==> config.mk <==
export PLATFORM = sky130hd
export DESIGN_NAME = pmfb_front
export DESIGN_NICKNAME = d
export VERILOG_FILES = /design/src/hdl/pmfb_pkg.sv /design/src/hdl/pmfb_front.sv
export SDC_FILE = /design/constraint.sdc
export NUM_CORES = 1
export LEC_CHECK = 0
export BUFFER_PORTS_ARGS = -buffer_cell sky130_fd_sc_hd__buf_2
export CORE_MARGIN = 5
export CORE_UTILIZATION = 21
export DETAILED_ROUTE_END_ITERATION = 10
export GPL_ROUTABILITY_DRIVEN = 0
export PLACE_DENSITY_LB_ADDON = 0.12
export SETUP_SLACK_MARGIN = 0.15
export SLEW_MARGIN = 20
export SYNTH_ARGS = -nofsm -noshare
export SYNTH_HDL_FRONTEND = slang
export SYNTH_SLANG_ARGS = --single-unit
==> constraint.sdc <==
create_clock -name vclk -period 0.9
set_input_delay 0.135 -clock vclk [all_inputs]
set_output_delay 0.135 -clock vclk [all_outputs]
set_load 0.02 [all_outputs]
==> src/hdl/pmfb_pkg.sv <==
`timescale 1ns / 1ps
`default_nettype none
// ----------------------------------------------------------------------------
// pmfb_pkg
// Shared types, codes and constants for the paged monochrome framebuffer.
// ----------------------------------------------------------------------------
package pmfb_pkg;

   localparam int DEF_PANEL_WIDTH      = 128;
   localparam int DEF_PANEL_HEIGHT     = 64;
   localparam int DEF_BRIGHTNESS_STEPS = 32;

   localparam logic [6:0] BUS_ADDRESS_RESET = 7'd60;
   localparam int         HEAD_LEN          = 8;   // command transfer plus data control byte
   localparam int         QUEUE_DEPTH       = 2;

   localparam logic [1:0] OP_PLOT   = 2'd0;
   localparam logic [1:0] OP_CLEAR  = 2'd1;
   localparam logic [1:0] OP_NEXT   = 2'd2;
   localparam logic [1:0] OP_BRIGHT = 2'd3;

   localparam logic [7:0] CTRL_CMD     = 8'h00;
   localparam logic [7:0] CTRL_DATA    = 8'h40;
   localparam logic [7:0] CMD_COL_ADDR = 8'h21;
   localparam logic [7:0] CMD_PAGE_ADDR = 8'h22;
   localparam logic [7:0] CMD_CONTRAST = 8'h81;
   localparam logic [7:0] BRIGHT_MAX   = 8'hFF;

   typedef enum logic [1:0] {
      KIND_PLOT,
      KIND_CLEAR,
      KIND_NEXT,
      KIND_BRIGHT
   } kind_type;

   // one queued request; the store address travels beside it
   typedef struct packed {
      kind_type   kind;
      logic [2:0] bit_sel;
      logic       lit;
      logic [7:0] value;
   } cmd_type;

   typedef struct packed {
      logic full;
      logic empty;
   } queue_status_type;

   typedef struct packed {
      logic clearing;
   } back_status_type;

   // fixed bytes at the head of the refresh stream
   function automatic logic [7:0] stream_head(input logic [2:0] pos,
                                              input logic [7:0] last_col,
                                              input logic [2:0] last_page);
      logic [7:0] b;
      case (pos)
         3'd0:    b = CTRL_CMD;
         3'd1:    b = CMD_COL_ADDR;
         3'd2:    b = 8'h00;
         3'd3:    b = last_col;
         3'd4:    b = CMD_PAGE_ADDR;
         3'd5:    b = 8'h00;
         3'd6:    b = {5'd0, last_page};
         default: b = CTRL_DATA;
      endcase
      return b;
   endfunction

endpackage
`default_nettype wire

==> src/hdl/pmfb_front.sv <==
`timescale 1ns / 1ps
`default_nettype none
// ----------------------------------------------------------------------------
// pmfb_front
// Accepts requests, range-checks plots, works out store addresses and
// contrast values, and queues the work for the back part.
// ----------------------------------------------------------------------------
module pmfb_front import pmfb_pkg::*; #(
   parameter int PANEL_WIDTH      = DEF_PANEL_WIDTH,
   parameter int PANEL_HEIGHT     = DEF_PANEL_HEIGHT,
   parameter int BRIGHTNESS_STEPS = DEF_BRIGHTNESS_STEPS,
   parameter int ADDR_W           = 10
) (
   input  wire logic               start,
   output logic                    busy,
   input  wire logic [1:0]         req_op,
   input  wire logic signed [15:0] req_pos_x,
   input  wire logic signed [15:0] req_pos_y,
   input  wire logic               req_lit,
   input  wire logic [7:0]         req_level,
   input  wire queue_status_type   q_status,
   input  wire back_status_type    bk_status,
   output logic                    push,
   output cmd_type                 push_cmd,
   output logic [ADDR_W-1:0]       push_addr
);

   logic accept;
   logic keep;
   logic in_range;

   assign busy   = q_status.full || bk_status.clearing;
   assign accept = start && !busy;

   assign in_range = !req_pos_x[15] && (req_pos_x < 16'(PANEL_WIDTH)) &&
                     !req_pos_y[15] && (req_pos_y < 16'(PANEL_HEIGHT));

   always_comb begin
      keep              = 1'b1;
      push_cmd.kind     = KIND_PLOT;
      push_cmd.bit_sel  = req_pos_y[2:0];
      push_cmd.lit      = req_lit;
      push_cmd.value    = BRIGHT_MAX;
      push_addr         = ADDR_W'(32'(req_pos_y[15:3]) * 32'(PANEL_WIDTH)
                                  + 32'(req_pos_x[14:0]));
      case (req_op)
         OP_PLOT: begin
            push_cmd.kind = KIND_PLOT;
            keep          = in_range;   // drop plots off the panel
         end
         OP_CLEAR: push_cmd.kind = KIND_CLEAR;
         OP_NEXT:  push_cmd.kind = KIND_NEXT;
         OP_BRIGHT: begin
            push_cmd.kind = KIND_BRIGHT;
            if (req_level < 8'(BRIGHTNESS_STEPS)) begin
               push_cmd.value = {req_level[4:0], 3'b000};
            end
         end
         default: keep = 1'b0;
      endcase
   end

   assign push = accept && keep;

endmodule
`default_nettype wire

==> results.py <==
metrics = {
    "synth": {
        "ys_warn_count": 0,
        "synth.avg_cell_area_um2": 7.05,
        "yosysSeqAreaShare": 0,
        "syn_nets": 93,
        "synth_top_area_frac": 0.315,
        "netlist_area_um2": 310,
        "synth_area_leader_cell": "buf_4",
        "synth_cell_types": 16,
        "netlist_top_cells_area": "buf_4 31%, nand2b_1 10%, inv_1 7.3%",
        "syn_inst": 44,
    },
    "sta": {
        "worstMarginPinSlew_ps": 405,
        "hold_viol_final": 0,
        "fmax_mhz": 848,
        "timing.final.ws_setup_ps": -279,
        "min_period_over_period": 1.31,
        "tns_ps": -1840,
        "hold-worst-slack_ps": 270,
        "finalWorstPathRequiredPeriod_ps": 1180,
        "rsz0062_at_grt": "yes",
        "setup-violations-final": 11,
        "maxSlewViolCount": 0,
        "slew-limit-headroom": 0.729,
    },
    "die": {
        "die_w_um": 48.4,
        "die_h_um": 48.4,
        "rows": 13,
        "top_level_ports": 73,
        "die_area_um2": 2350,
        "core-area_um2": 1350,
        "initial_core_util": 0.230,
    },
    "cells_and_area": {
        "seq_cells": 0,
        "final_core_util": 0.575,
        "finalNonFillerCells": 98,
        "nets": 134,
        "nFillCells": 125,
        "clkbuf_count": 0,
        "area_growth_pct": 150,
        "drive_gt1_frac": 0.892,
        "final_cell_mix": "31 x buf_2, 20 x buf_6, 5 x nor4_4, 5 x nand2b_4",
        "antenna_cells": 0,
        "regArea_um2": 0,
        "final_area_um2": 776,
        "layout_commonest_cell": "buf_2",
    },
    "pwr": {
        "power_switching_mw": 0.157,
        "p_clk_frac": 0,
        "power.density_nw_per_um2": 459,
        "switching_share": 0.442,
        "power_mw": 0.356,
        "p_leak_nw": 0.364,
        "peakVddDrop_mv": 0.217,
        "seq_power_share": 0,
        "p_int_mw": 0.198,
        "combPwrFrac": 1.000,
    },
    "worst_setup_path": {
        "critPathLaunchType": "input pin",
        "crit_type": "input pin to primary output",
        "end_kind": "primary output",
        "required_ps": 760,
        "cp_slowest_cell": "fa_2",
        "slowest_delay_ps": 520,
        "crit_fanout": 2,
        "path_cells": "buf_6, ha_4, inv_2, fa_2, inv_2, buf_6",
        "critPathArrivalTime_ps": 1040,
        "cpLargestDelayFamily": "adder cells",
        "cp_num_buf_inv": 4,
    },
    "global_routing": {
        "grt_pass1_wl_um": 2130,
        "grt_pass1_vias": 434,
        "grt_antenna_before_repair": 0,
        "gr-total-overflow": 0,
        "grt_max_degree": 7,
        "grtUsageTotal": 0.107,
    },
    "detailed_routing": {
        "wl_um": 1480,
        "drc_errors": 0,
        "post_drt_wl_per_cell_um": 15.1,
        "num_vias": 423,
        "antenna_left": 0,
        "dr.first_iter.drc_count": 0,
        "drtPass1Iterations": 1,
        "detail_route.vias_per_cell": 4.32,
    },
    "hold_path": {
        "min_path_type": "input pin to primary output",
    },
    "placement": {
        "placed_area_um2": 572,
        "pre_cts_ws_ps": -381,
        "dp_hpwl_um": 1180,
        "placedCellCount": 97,
        "numPortBuffers": 50,
    },
    "status": {
        "status": "finished with violations",
        "violations": "negative setup slack",
    },
    "clock_network": {
        "cts.hold.buffers_added": 0,
    },
    "job": {
        "maxCapViolCount": 0,
    },
}
synth_stat cells:
cell type / number
buf_4: 13
clkbuf_1: 2
fa_1: 1
ha_1: 1
inv_1: 6
nand2_1: 4
nand2b_1: 5
nand3_1: 1
nor2_1: 2
nor3_1: 1
nor4_1: 3
nor4_2: 1
nor4_4: 1
o32ai_2: 1
xnor2_1: 1
xor2_1: 1
layout make-up:
class / instances / area (um^2) / share of cell area
Inverter: 6 / 25.0 / 0.0323
Multi-Input combinational cell: 23 / 329 / 0.424
Tap cell: 15 / 18.8 / 0.0242
Timing Repair Buffer: 54 / 403 / 0.519
metal layers:
metal | track usage | routed length [um] | part of all wire
met1 | 0.100 | 422 | 0.28
met5 | 0 | 0 | 0
met4 | 0.00461 | 55 | 0.037
met3 | 0.0673 | 285 | 0.19
met2 | 0.202 | 717 | 0.48
logic make-up after synthesis:
| group | synth area share |
|---|---|
| AOI/OAI and AO/OA | 0.0524 |
| xor gates and xnor gates | 0.0565 |
| adders and majority gates | 0.105 |
| buffers and inverters | 0.411 |
| and+or+nand+nor | 0.375 |
repair_timing:
action / 4_1_cts / 5_1_grt
buffers inserted: 0 / 1
gates resized for setup: 28 / 19
pin swaps: 8 / 2
setup endpoints to repair: 13 / 12
power by group through the flow:
stage | combinational (mW) | sequential (mW) | clock [mW]
floorplan | 0.211 | 0 | 0
global placement | 0.266 | 0 | 0
detailed placement | 0.271 | 0 | 0
CTS | 0.332 | 0 | 0
global route | 0.377 | 0 | 0
finish | 0.356 | 0 | 0
worst paths after layout:
path / startpoint / endpoint / cells past startpoint
worst min-delay path: req_pos_x[6] / push_addr[6] / 0
worst max-delay path: req_pos_x[7] / push_addr[8] / 6
Note: power is estimated with default switching activity, not from simulation.
