### src/hdl/pmfb_pkg.sv
`timescale 1ns / 1ps
`default_nettype none
// ----------------------------------------------------------------------------
// pmfb_pkg
// Shared types, codes and constants for the paged monochrome framebuffer.
// ----------------------------------------------------------------------------
package pmfb_pkg;

   localparam int DEF_PANEL_WIDTH      = 128;
   localparam int DEF_PANEL_HEIGHT     = 64;
   localparam int DEF_BRIGHTNESS_STEPS = 32;

   localparam logic [6:0] BUS_ADDRESS_RESET = 7'd60;
   localparam int         HEAD_LEN          = 8;   // command transfer plus data control byte
   localparam int         QUEUE_DEPTH       = 2;

   localparam logic [1:0] OP_PLOT   = 2'd0;
   localparam logic [1:0] OP_CLEAR  = 2'd1;
   localparam logic [1:0] OP_NEXT   = 2'd2;
   localparam logic [1:0] OP_BRIGHT = 2'd3;

   localparam logic [7:0] CTRL_CMD     = 8'h00;
   localparam logic [7:0] CTRL_DATA    = 8'h40;
   localparam logic [7:0] CMD_COL_ADDR = 8'h21;
   localparam logic [7:0] CMD_PAGE_ADDR = 8'h22;
   localparam logic [7:0] CMD_CONTRAST = 8'h81;
   localparam logic [7:0] BRIGHT_MAX   = 8'hFF;

   typedef enum logic [1:0] {
      KIND_PLOT,
      KIND_CLEAR,
      KIND_NEXT,
      KIND_BRIGHT
   } kind_type;

   // one queued request; the store address travels beside it
   typedef struct packed {
      kind_type   kind;
      logic [2:0] bit_sel;
      logic       lit;
      logic [7:0] value;
   } cmd_type;

   typedef struct packed {
      logic full;
      logic empty;
   } queue_status_type;

   typedef struct packed {
      logic clearing;
   } back_status_type;

   // fixed bytes at the head of the refresh stream
   function automatic logic [7:0] stream_head(input logic [2:0] pos,
                                              input logic [7:0] last_col,
                                              input logic [2:0] last_page);
      logic [7:0] b;
      case (pos)
         3'd0:    b = CTRL_CMD;
         3'd1:    b = CMD_COL_ADDR;
         3'd2:    b = 8'h00;
         3'd3:    b = last_col;
         3'd4:    b = CMD_PAGE_ADDR;
         3'd5:    b = 8'h00;
         3'd6:    b = {5'd0, last_page};
         default: b = CTRL_DATA;
      endcase
      return b;
   endfunction

endpackage
`default_nettype wire

### src/hdl/pmfb_queue.sv
`timescale 1ns / 1ps
`default_nettype none
// ----------------------------------------------------------------------------
// pmfb_queue
// Two-entry request queue between the front and back parts.
// ----------------------------------------------------------------------------
module pmfb_queue import pmfb_pkg::*; #(
   parameter int ADDR_W = 10
) (
   input  wire logic              clock,
   input  wire logic              reset,
   input  wire logic              push,
   input  wire cmd_type           push_cmd,
   input  wire logic [ADDR_W-1:0] push_addr,
   input  wire logic              pop,
   output cmd_type                head_cmd,
   output logic [ADDR_W-1:0]      head_addr,
   output queue_status_type       status
);

   localparam int PTR_W = $clog2(QUEUE_DEPTH);
   localparam int CNT_W = $clog2(QUEUE_DEPTH + 1);

   cmd_type           cmd_ff  [QUEUE_DEPTH];
   logic [ADDR_W-1:0] addr_ff [QUEUE_DEPTH];
   logic [PTR_W-1:0]  wr_ptr_ff, wr_ptr_in;
   logic [PTR_W-1:0]  rd_ptr_ff, rd_ptr_in;
   logic [CNT_W-1:0]  count_ff, count_in;

   always_comb begin
      wr_ptr_in = wr_ptr_ff;
      rd_ptr_in = rd_ptr_ff;
      count_in  = count_ff;
      if (push) begin
         wr_ptr_in = (wr_ptr_ff == PTR_W'(QUEUE_DEPTH - 1)) ? '0 : wr_ptr_ff + 1'b1;
      end
      if (pop) begin
         rd_ptr_in = (rd_ptr_ff == PTR_W'(QUEUE_DEPTH - 1)) ? '0 : rd_ptr_ff + 1'b1;
      end
      if (push && !pop) begin
         count_in = count_ff + 1'b1;
      end else if (pop && !push) begin
         count_in = count_ff - 1'b1;
      end
   end

   always_ff @(posedge clock) begin
      if (reset) begin
         wr_ptr_ff <= '0;
         rd_ptr_ff <= '0;
         count_ff  <= '0;
      end else begin
         wr_ptr_ff <= wr_ptr_in;
         rd_ptr_ff <= rd_ptr_in;
         count_ff  <= count_in;
      end
   end

   always_ff @(posedge clock) begin
      if (push) begin
         cmd_ff[wr_ptr_ff]  <= push_cmd;
         addr_ff[wr_ptr_ff] <= push_addr;
      end
   end

   assign head_cmd     = cmd_ff[rd_ptr_ff];
   assign head_addr    = addr_ff[rd_ptr_ff];
   assign status.full  = (count_ff == CNT_W'(QUEUE_DEPTH));
   assign status.empty = (count_ff == '0);

endmodule
`default_nettype wire

### config.mk
export PLATFORM = sky130hd
export DESIGN_NAME = pmfb_queue
export DESIGN_NICKNAME = d
export VERILOG_FILES = /design/src/hdl/pmfb_pkg.sv /design/src/hdl/pmfb_queue.sv
export SDC_FILE = /design/constraint.sdc
export NUM_CORES = 1
export LEC_CHECK = 0
export ABC_CLOCK_PERIOD_IN_PS = 6600
export BUFFER_PORTS_ARGS = -buffer_cell sky130_fd_sc_hd__clkbuf_2
export CAP_MARGIN = 20
export CORE_MARGIN = 2
export CORE_UTILIZATION = 39
export DETAILED_ROUTE_END_ITERATION = 10
export GPL_TIMING_DRIVEN = 0
export PLACE_DENSITY_LB_ADDON = 0.05
export SYNTH_ARGS = -nofsm -noshare
export SYNTH_HDL_FRONTEND = slang
export SYNTH_SLANG_ARGS = --single-unit
### constraint.sdc
create_clock -name clock -period 6.6 [get_ports clock]
set_clock_uncertainty 0.2 [all_clocks]
set_input_delay 1.32 -clock clock [delete_from_list [all_inputs] [get_ports clock]]
set_output_delay 1.32 -clock clock [all_outputs]
set_load 0.1 [all_outputs]
==> impl_results.rst <==
.. list-table::
   :header-rows: 1

   * - Metric
     - Value
   * - Outcome
     - finished clean
   * - Highest fanout seen on the critical path
     - 10
   * - Number of sinks on the clock net
     - 53
   * - Area Overhead vs Synth
     - 24.5%
   * - IO Port Bufs
     - 53
   * - Area share of the largest cell type after synthesis
     - 74.3%
   * - Gates resized, CTS repair
     - 0
   * - Maximum clock frequency
     - 310 MHz
   * - Inserted Diodes
     - 0
   * - Synth cell types
     - 16
   * - Setup violations, final
     - 0
   * - Setup_tns
     - 0 ns
   * - Proportion of layout cells with a drive suffix above 1
     - 55.6%
   * - Routed Antenna Nets
     - 0
   * - CTS tree
     - built
   * - RSZ-0062 raised after global routing
     - false
   * - Post-Synthesis Net Count
     - 126
   * - Die Span Y
     - 74.5 um
   * - Critical Path Start Type
     - flip-flop
   * - First-pass DRT Iterations
     - 4
   * - Row count
     - 25
   * - Path class of the lowest-slack min-delay path
     - flip-flop to flip-flop
   * - # nets final
     - 188
   * - Placeable Area
     - 4750 um2
   * - Longest individual stage delay on the worst path
     - 0.37 ns
   * - Top cell family by delay on the critical path
     - buffers and inverters
   * - Clock transition at the register clock pins on the worst setup and hold paths after CTS
     - 0.08 ns
   * - Syn_area_per_cell
     - 20.0 um2
   * - Number of violations reported at the end of detailed-routing iteration 0
     - 54
   * - Master of the slowest instance on the critical path
     - clkbuf_2
   * - Netlist area before placement
     - 1940 um2
   * - Total clock buffers created by CTS
     - 5
   * - Worst slew margin
     - 58.5%
   * - Post-detailed-route DRC marker count
     - 0
   * - Die ar.
     - 5550 um2
   * - RePlAce Congestion
     - 0.614
   * - Top post-synthesis cells by area
     - edfxtp_1, mux2_2, dfxtp_1, nor2_1, xnor2_1
   * - Horiz. Die Dim
     - 74.5 um
   * - Sort of element at the end of the critical path
     - output port
   * - Maximum buffer depth of the clock tree
     - 2
   * - Final-report max-slew violation count
     - 0
   * - Top-Level Pins
     - 54
   * - Fin crit share
     - 48.9%
   * - Latest clock arrival within the worst-skew pair
     - 0.29 ns
   * - Hold-fix buffers at CTS
     - 0
   * - Via count of the first global-routing pass
     - 1022
   * - Total number of vias
     - 1013
   * - Smallest hold slack
     - 0.300 ns
   * - Buffering stage count on the worst path with inverters included
     - 3
   * - Total global-route track usage
     - 11.7%
   * - Half-perimeter wire length of the detailed placement result
     - 2120 um
   * - Antenna violations before repair
     - 0
   * - Flops & latches, synth
     - 53
   * - Wire length of the first global-routing pass
     - 4640 um
   * - Syn Inst Count
     - 97
   * - Maximum number of pins on one net before global-route repair
     - 25
   * - Post-CTS setup buffer count
     - 0
   * - Via/cell ratio
     - 4.46
   * - Mean routed wirelength per cell
     - 13.5 um
   * - H-tree levels
     - 2
   * - Total power per unit cell area
     - 323 nW/um2
   * - Starting density of the core
     - 40.8%
   * - Worst-path cell chain
     - buf_2 > buf_4 > mux2_2 > clkbuf_2
   * - Final global-route overflow total
     - 0
   * - Worst Path Required
     - 5.08 ns
   * - Sequential element share of the synthesized area
     - 79.5%
   * - Count of fill cells added during filler insertion
     - 426
   * - Routed WL
     - 3060 um
   * - Final Hold Violating Endpoints
     - 0
   * - Library cell with the largest summed area after synthesis
     - edfxtp_1
   * - Data arrival, critical path
     - 1.71 ns
   * - Worst Path Class, Setup
     - flip-flop to output port
   * - Static leakage power
     - 0.930 nW
   * - Clock Tree Root
     - clkbuf_8
   * - Count of maximum capacitance violations
     - 0
   * - Slew at the pin closest to its max-slew limit
     - 0.619 ns
   * - Final critical path time including I/O delays and setup
     - 3.23 ns
   * - Synthesis Warnings
     - 0
   * - Peak ir drop on the vdd network
     - 143 uV
per-layer routing:
layer | wire, um | up-vias | GRT usage [%]
met3 | 208 | 7 | 5.28
met5 | 0 | - | 0
met1 | 1260 | 482 | 13.1
li1 | - | 493 | -
met4 | 52 | 0 | 4.76
met2 | 1540 | 31 | 19.6
power breakdown:
group / total [mW] / internal, mW / switching, mW / leakage (nW)
clock: 0.168 / 0.0755 / 0.0920 / 0.0395
sequential: 0.396 / 0.390 / 0.00607 / 0.492
combinational: 0.215 / 0.0442 / 0.171 / 0.398
total: 0.779 / 0.509 / 0.269 / 0.930
layout by cell type, fill, tap and decap left out, drive strengths merged, types with 2 or more instances in the layout:
cell type / n
xnor2: 2
clkbuf: 61
dfxtp: 5
mux2: 24
xor2: 2
nor2: 5
buf: 5
edfxtp: 48
synthesized netlist by cell type:
master,n
edfxtp_1,48
mux2_2,24
dfxtp_1,5
nor2_1,5
buf_4,2
xnor2_1,2
xor2_1,2
a21oi_1,1
and2_1,1
and2b_2,1
buf_2,1
ha_1,1
inv_1,1
nor2b_1,1
o21ai_0,1
or3_1,1
worst reg2reg max path: cells and delay by family (launching register included):
| family | cells | cell delay [ns] |
|---|---|---|
| buffers and inverters | 1 | 0.23 |
| flip-flops | 1 | 0.34 |
| AND/OR/NAND/NOR | 1 | 0.52 |
state kept, by name, indices dropped and copies added (netlist names), named ones only:
| name | flops |
|---|---|
| wr_ptr_ff | 1 |
| addr_ff | 20 |
| count_ff | 2 |
| cmd_ff | 28 |
| rd_ptr_ff | 1 |
path summary, 6_finish.rpt:
check / start / endpoint / slack, ns / depth (start not counted)
hold reg to reg: count_ff[1] / count_ff[1] / 0.30 / 2
setup reg to reg: wr_ptr_ff / cmd_ff[0][7] / 5.03 / 2
setup / recovery: flip-flop / head_cmd[2] / 3.37 / 4
hold / removal: count_ff[1] / count_ff[1] / 0.30 / 2
logic make-up after synthesis:
family                     count (synthesis)  share of synthesized area (%)
AOI/OAI and AO/OA                          2                          0.516
xor gates and xnor gates                   4                           1.81
adders and majority gates                  1                          0.645
buffers and inverters                      4                           1.23
DFF                                       53                           79.5
muxes                                     24                           13.9
and+or+nand+nor                            9                           2.39
through the flow:
step           cells  power (mW)  worst slack (ns)  area [um2]  utilization, %
2_1_floorplan     97       0.581              3.50        1940               -
3_3_place_gp     217       0.613              2.83        2290            48.1
3_5_place_dp     218       0.620              3.62        2320            48.8
4_1_cts          226       0.789              3.33        2400            50.4
5_1_grt          227       0.812              3.27        2410            50.8
6_report         227       0.779              3.37        2410            50.8
final cells by class:
type | instances | area [um2] | area share, %
Inverter | 1 | 3.75 | 0.156
Timing Repair Buffer | 55 | 308 | 12.8
Sequential cell | 53 | 1540 | 63.9
Multi-Input combinational cell | 40 | 377 | 15.6
Tap cell | 67 | 83.8 | 3.47
Buffer | 3 | 20.0 | 0.829
Clock buffer | 8 | 80.1 | 3.32
Power figures use the tool's default switching activity.
